==> src/rtl/csti_pkg.sv <==
`timescale 1ns / 1ps
package csti_pkg;
  localparam int TABLE_DEPTH = 1024;
  localparam int VALUE_BITS  = 32;
  localparam int FRAC_BITS   = 16;
  localparam int ADDR_BITS   = $clog2(TABLE_DEPTH);
  localparam int PTS_BITS    = ADDR_BITS + 1;
  localparam int TOTAL_BITS  = VALUE_BITS + 2;
  localparam int LANES       = 4;
  localparam int LANE_BITS   = $clog2(LANES);
  localparam int CNT_BITS    = $clog2(FRAC_BITS);
  localparam int ROW_BITS    = VALUE_BITS * LANES;

  localparam logic OP_LOAD  = 1'b0;
  localparam logic OP_QUERY = 1'b1;

  typedef enum logic [3:0] {
    CMD_NONE,
    CMD_ACCEPT,
    CMD_RD_G0,
    CMD_RD_GN,
    CMD_CHECK,
    CMD_SEARCH_RD,
    CMD_SEARCH_CMP,
    CMD_DIV_INIT,
    CMD_DIV_STEP,
    CMD_RD_LO,
    CMD_RD_HI,
    CMD_CAP_HI,
    CMD_BLEND,
    CMD_SUM
  } cmd_op_t;

  typedef struct packed {
    cmd_op_t op;
  } dp_cmd_t;

  typedef struct packed {
    logic is_query;
    logic clamp_hit;
    logic adjacent;
    logic div_last;
    logic lane_last;
    logic out_free;
  } dp_status_t;
endpackage

==> src/rtl/csti_ctrl.sv <==
`timescale 1ns / 1ps
module csti_ctrl
  import csti_pkg::*;
(
  input  logic       clk,
  input  logic       rst,
  input  logic       in_valid,
  output logic       in_stall,
  input  dp_status_t sts,
  output dp_cmd_t    cmd
);
  typedef enum logic [3:0] {
    S_IDLE, S_G0, S_GN, S_CHK, S_SRCH, S_SCMP, S_DIVI, S_DIV,
    S_RLO, S_RHI, S_CAPH, S_BLD, S_SUM
  } state_t;

  state_t state;

  assign in_stall = (state != S_IDLE);

  always_comb begin
    cmd.op = CMD_NONE;
    unique case (state)
      S_IDLE: if (in_valid) cmd.op = CMD_ACCEPT;
      S_G0:   cmd.op = CMD_RD_G0;
      S_GN:   cmd.op = CMD_RD_GN;
      S_CHK:  cmd.op = CMD_CHECK;
      S_SRCH: if (!sts.adjacent) cmd.op = CMD_SEARCH_RD;
      S_SCMP: cmd.op = CMD_SEARCH_CMP;
      S_DIVI: cmd.op = CMD_DIV_INIT;
      S_DIV:  cmd.op = CMD_DIV_STEP;
      S_RLO:  cmd.op = CMD_RD_LO;
      S_RHI:  cmd.op = CMD_RD_HI;
      S_CAPH: cmd.op = CMD_CAP_HI;
      S_BLD:  cmd.op = CMD_BLEND;
      S_SUM:  if (sts.out_free) cmd.op = CMD_SUM;
      default: cmd.op = CMD_NONE;
    endcase
  end

  always_ff @(posedge clk) begin
    if (rst) begin
      state <= S_IDLE;
    end else begin
      unique case (state)
        S_IDLE: if (in_valid && sts.is_query) state <= S_G0;
        S_G0:   state <= S_GN;
        S_GN:   state <= S_CHK;
        S_CHK:  state <= sts.clamp_hit ? S_RLO : S_SRCH;
        S_SRCH: state <= sts.adjacent ? S_DIVI : S_SCMP;
        S_SCMP: state <= S_SRCH;
        S_DIVI: state <= S_DIV;
        S_DIV:  if (sts.div_last) state <= S_RLO;
        S_RLO:  state <= S_RHI;
        S_RHI:  state <= S_CAPH;
        S_CAPH: state <= S_BLD;
        S_BLD:  if (sts.lane_last) state <= S_SUM;
        S_SUM:  if (sts.out_free) state <= S_IDLE;
        default: state <= S_IDLE;
      endcase
    end
  end

  ast_accept_idle: assert property (@(posedge clk) disable iff (rst)
    (cmd.op == CMD_ACCEPT) |-> (state == S_IDLE && !in_stall))
    else $error("request taken outside idle");
  ast_query_starts: assert property (@(posedge clk) disable iff (rst)
    (cmd.op == CMD_ACCEPT && sts.is_query) |=> (state == S_G0))
    else $error("query did not start search");
  ast_sum_holds: assert property (@(posedge clk) disable iff (rst)
    (state == S_SUM && !sts.out_free) |=> (state == S_SUM))
    else $error("result left before output register freed");
endmodule

==> config.mk <==
export PLATFORM = sky130hd
export DESIGN_NAME = csti_ctrl
export DESIGN_NICKNAME = d
export VERILOG_FILES = /design/src/rtl/csti_pkg.sv /design/src/rtl/csti_ctrl.sv
export SDC_FILE = /design/constraint.sdc
export NUM_CORES = 1
export LEC_CHECK = 0
export BUFFER_PORTS_ARGS = -buffer_cell sky130_fd_sc_hd__buf_2
export CAP_MARGIN = 20
export CORE_AREA = 5 5 42 44
export CTS_CLUSTER_DIAMETER = 60
export DETAILED_ROUTE_END_ITERATION = 10
export DIE_AREA = 0 0 47 49
export PLACE_DENSITY = 0.61
export SYNTH_ARGS = -nofsm -noshare
export SYNTH_HDL_FRONTEND = slang
export SYNTH_SLANG_ARGS = --single-unit
==> constraint.sdc <==
create_clock -name clk -period 4.3 [get_ports clk]
set_clock_uncertainty 0.1 [all_clocks]
set_input_delay 0.43 -clock clk [delete_from_list [all_inputs] [get_ports clk]]
set_output_delay 0.43 -clock clk [all_outputs]
set_load 0.01 [all_outputs]
==> impl_metrics.csv <==
group,metric,value,unit
hold_path,hold_path_startpoint,"rst",
synth,synth_enable_flop_cells,0,
timing,setup_viol_count_final,0,
flow_run,maxCapViolCount,0,
routing,dr.pass1.iters,4,
routing,route.vias.total,451,
synth,ys_types,26,
setup_path,critPathSlowestCell,"sky130_fd_sc_hd__dfxtp_1",
synth,ys.warnings.count,0,
synth,synth_cells,55,
finish,flow.area_growth_from_synthesis,22.15,%
floorplanning,rows,14,
timing,max_slew_margin,69.56,%
finish,postLayoutCellArea,483.0,µm²
routing,remaining_drcs,0,
finish,post-route-util,34.46,%
synth,yosysTopAreaCell,"sky130_fd_sc_hd__dfxtp_1",
clocking,clk_path_buf_depth,2,
setup_path,cp.required,3.77,ns
clocking,tritoncts,"done",
synth,synth-seq-area-share,20.25,%
hold_path,min_delay_path_depth,2,
synth,synth_fp_nets,64,
setup_path,rr_worst_depth,4,
grt,grt_antenna_before_repair,0,
setup_path,critical-path-top-delay-family,"flip-flops",
floorplanning,die_width,47,µm
clocking,clkTransAtPathRegs,0.03,ns
clocking,post_cts_resized,0,
setup_path,slowest_delay,0.57,ns
routing,drt-total-wl,987,µm
setup_path,r2r-start,"state[0]$_SDFFE_PP0P_",
setup_path,setup.reg_to_reg.worst_slack,2.66,ns
setup_path,setup.worst_path.end_class,"primary output",
finish,max_flop_register,"state",
floorplanning,placeable_area,0.001401,mm²
placement,gpl.final_weighted_congestion,0.7984,
synth,count_of_state_elements_after_synthesis,4,
clocking,cts_inserted_buffers,3,
clocking,hold_buffers,0,
timing,timing.final.max_slew_violations,0,
setup_path,crit_top_cell,"sky130_fd_sc_hd__o21ai_0",
clocking,cts_setup_buffers,0,
hold_path,min-delay-path-class,"in -> reg",
routing,vias_per_cell,5.434,
routing,detail_route.wl_per_cell,11.89,µm
finish,antennaDiodeCount,0,
placement,place.detailed.hpwl,748.9,µm
routing,antenna_viol_nets_final,0,
setup_path,worstPathCellList,"nand2b_1 > o21ai_0 > nand2_1 > o21ai_0 > buf_2",
pwr,power_per_cell_area,575.0,mW/mm²
finish,largest_register_ffs,4,
pwr,vdd_ir_drop_max,0.2628,mV
placement,dpl.cell_count,80,
clocking,clockRootBuffer,"sky130_fd_sc_hd__clkbuf_4",
setup_path,worst-path-max-fanout,15,
finish,largest_registers,"state: 4 flops",
pwr,power_leakage,0.1999,nW
timing,timing.hold.ws,0.3154,ns
floorplanning,floorplan.initialDensity,28.21,%
floorplanning,die-area,0.002303,mm²
grt,grt_pass1_wl,1.600,mm
synth,synth_top_flop_cell,"sky130_fd_sc_hd__dfxtp_1",
synth,postSynth.asyncResetShare,0,%
timing,rsz_0062_raised_after_global_routing,"no",
outcome,run_status,"finished, final reports clean",
setup_path,crit_arrival,1.45,ns
grt,grt-ovfl-total,0,
timing,post-route-period-util,46.03,%
timing,final.min_clock_period,1.979,ns
clocking,cts_htree_levels,1,
setup_path,cp_num_buf_inv,1,
synth,post_synth_most_frequent_cells,"sky130_fd_sc_hd__o21ai_0 (8), sky130_fd_sc_hd__nand2_1 (5)",
finish,num-nets-final,78,
timing,timing.fmax,0.5052,GHz
routing,drtIter0Drc,13,
clocking,insertion_delay,0.23,ns
clocking,clock-sinks,4,
floorplanning,total_i_o_pin_count,14,
floorplanning,dieHeight,49,µm
grt,via_count_of_the_first_global_routing_pass,406,
setup_path,crit_path_start_kind,"flip-flop",
synth,share_of_the_synthesized_area_in_the_top_cell_type,20.25,%
synth,synth_area_leaders,"sky130_fd_sc_hd__dfxtp_1 (20%), sky130_fd_sc_hd__o21ai_0 (10%), sky130_fd_sc_hd__a21oi_1 (5.1%)",
placement,placedInstanceArea,460.4,µm²
placement,numPortBuffers,13,
setup_path,rr_endpoint,"state[0]$_SDFFE_PP0P_",
timing,count_of_final_hold_check_violations,0,
synth,synthMostInstantiatedCell,"sky130_fd_sc_hd__o21ai_0",
grt,global_route.usage.total,9.634,%
setup_path,worst-setup-path-type,"reg -> out",
timing,slew_at_the_pin_with_the_worst_max_slew_slack,0.4560,ns
finish,post_layout_cell_count,83,
grt,grt_start_max_net_pins,16,
synth,synthesis.area,395.4,µm²
synth,syn_area_per_cell,7.189,µm²
timing,final.setup.tns,0,ns
finish,post_route_cells_drive_above_1_share,26.87,%
hold_path,timing.hold.worst_endpoint,"state[3]$_SDFFE_PP0P_",
[power by group]
part / total (W) / leakage, nW / internal [W] / switching [W]
logic: 0.000145 / 0.153 / 0.0000773 / 0.0000679
clock network: 0.0000457 / 0.0138 / 0.0000312 / 0.0000146
registers: 0.0000868 / 0.0328 / 0.0000488 / 0.0000379
[final cells by class]
cell class	count	area, µm²
fillers	176	918.4
multi-input cells	43	280.3
flip-flops and latches	4	80.08
repair buffers	13	65.06
clock buffers	3	22.52
well taps	16	20.02
inverters	4	15.01
[per-layer routing]
metal  routed length [µm]  global-route usage (%)  vias up
li1                     -                       -      227
met1                  431                   11.60      203
met2                  438                   13.12       16
met3                   79                   2.952        5
met4                   38                   8.295        0
met5                    0                       0        -
[worst max path at each step]
stage / depth (start not counted) / endpoint / slack, ns / from
global route: 5 / cmd[2] / 2.18 / state[2]$_SDFFE_PP0P_
detailed placement: 5 / cmd[2] / 2.57 / state[2]$_SDFFE_PP0P_
floorplan: 3 / cmd[0] / 2.72 / state[2]$_SDFFE_PP0P_
CTS: 5 / cmd[2] / 2.32 / state[2]$_SDFFE_PP0P_
finish: 5 / cmd[2] / 2.32 / state[2]$_SDFFE_PP0P_
global placement: 6 / cmd[2] / 2.57 / sts[0]
[layout by cell type, fill, tap and decap left out, types with 2 or more instances in the layout]
cell type | Yosys | routed
sky130_fd_sc_hd__nand2b_1 | 3 | 3
sky130_fd_sc_hd__dfxtp_1 | 4 | 4
sky130_fd_sc_hd__a21oi_1 | 4 | 4
sky130_fd_sc_hd__o21ai_0 | 8 | 8
sky130_fd_sc_hd__nor4bb_1 | 2 | 2
sky130_fd_sc_hd__clkbuf_4 | 0 | 3
sky130_fd_sc_hd__nor2_1 | 3 | 3
sky130_fd_sc_hd__o22ai_1 | 2 | 2
sky130_fd_sc_hd__buf_2 | 4 | 13
sky130_fd_sc_hd__nand2_1 | 5 | 5
sky130_fd_sc_hd__inv_1 | 4 | 4
[per-stage QoR]
| stage | setup WS, ns | power, W |
|---|---|---|
| floorplan | 2.725 | 0.0001930 |
| global placement | 2.572 | 0.0002345 |
| CTS | 2.315 | 0.0002830 |
| detailed placement | 2.571 | 0.0002346 |
| global route | 2.176 | 0.0003047 |
| finish | 2.321 | 0.0002777 |
[cell families after synthesis]
kind of cell / Yosys count / synth area share, %
AOI/OAI and AO/OA: 23 / 38.93
xor gates and xnor gates: 1 / 2.216
muxes: 1 / 2.532
and+or+nand+nor: 18 / 27.22
buffers and inverters: 8 / 8.860
DFF: 4 / 20.25
(Power assumes the default switching activity.)
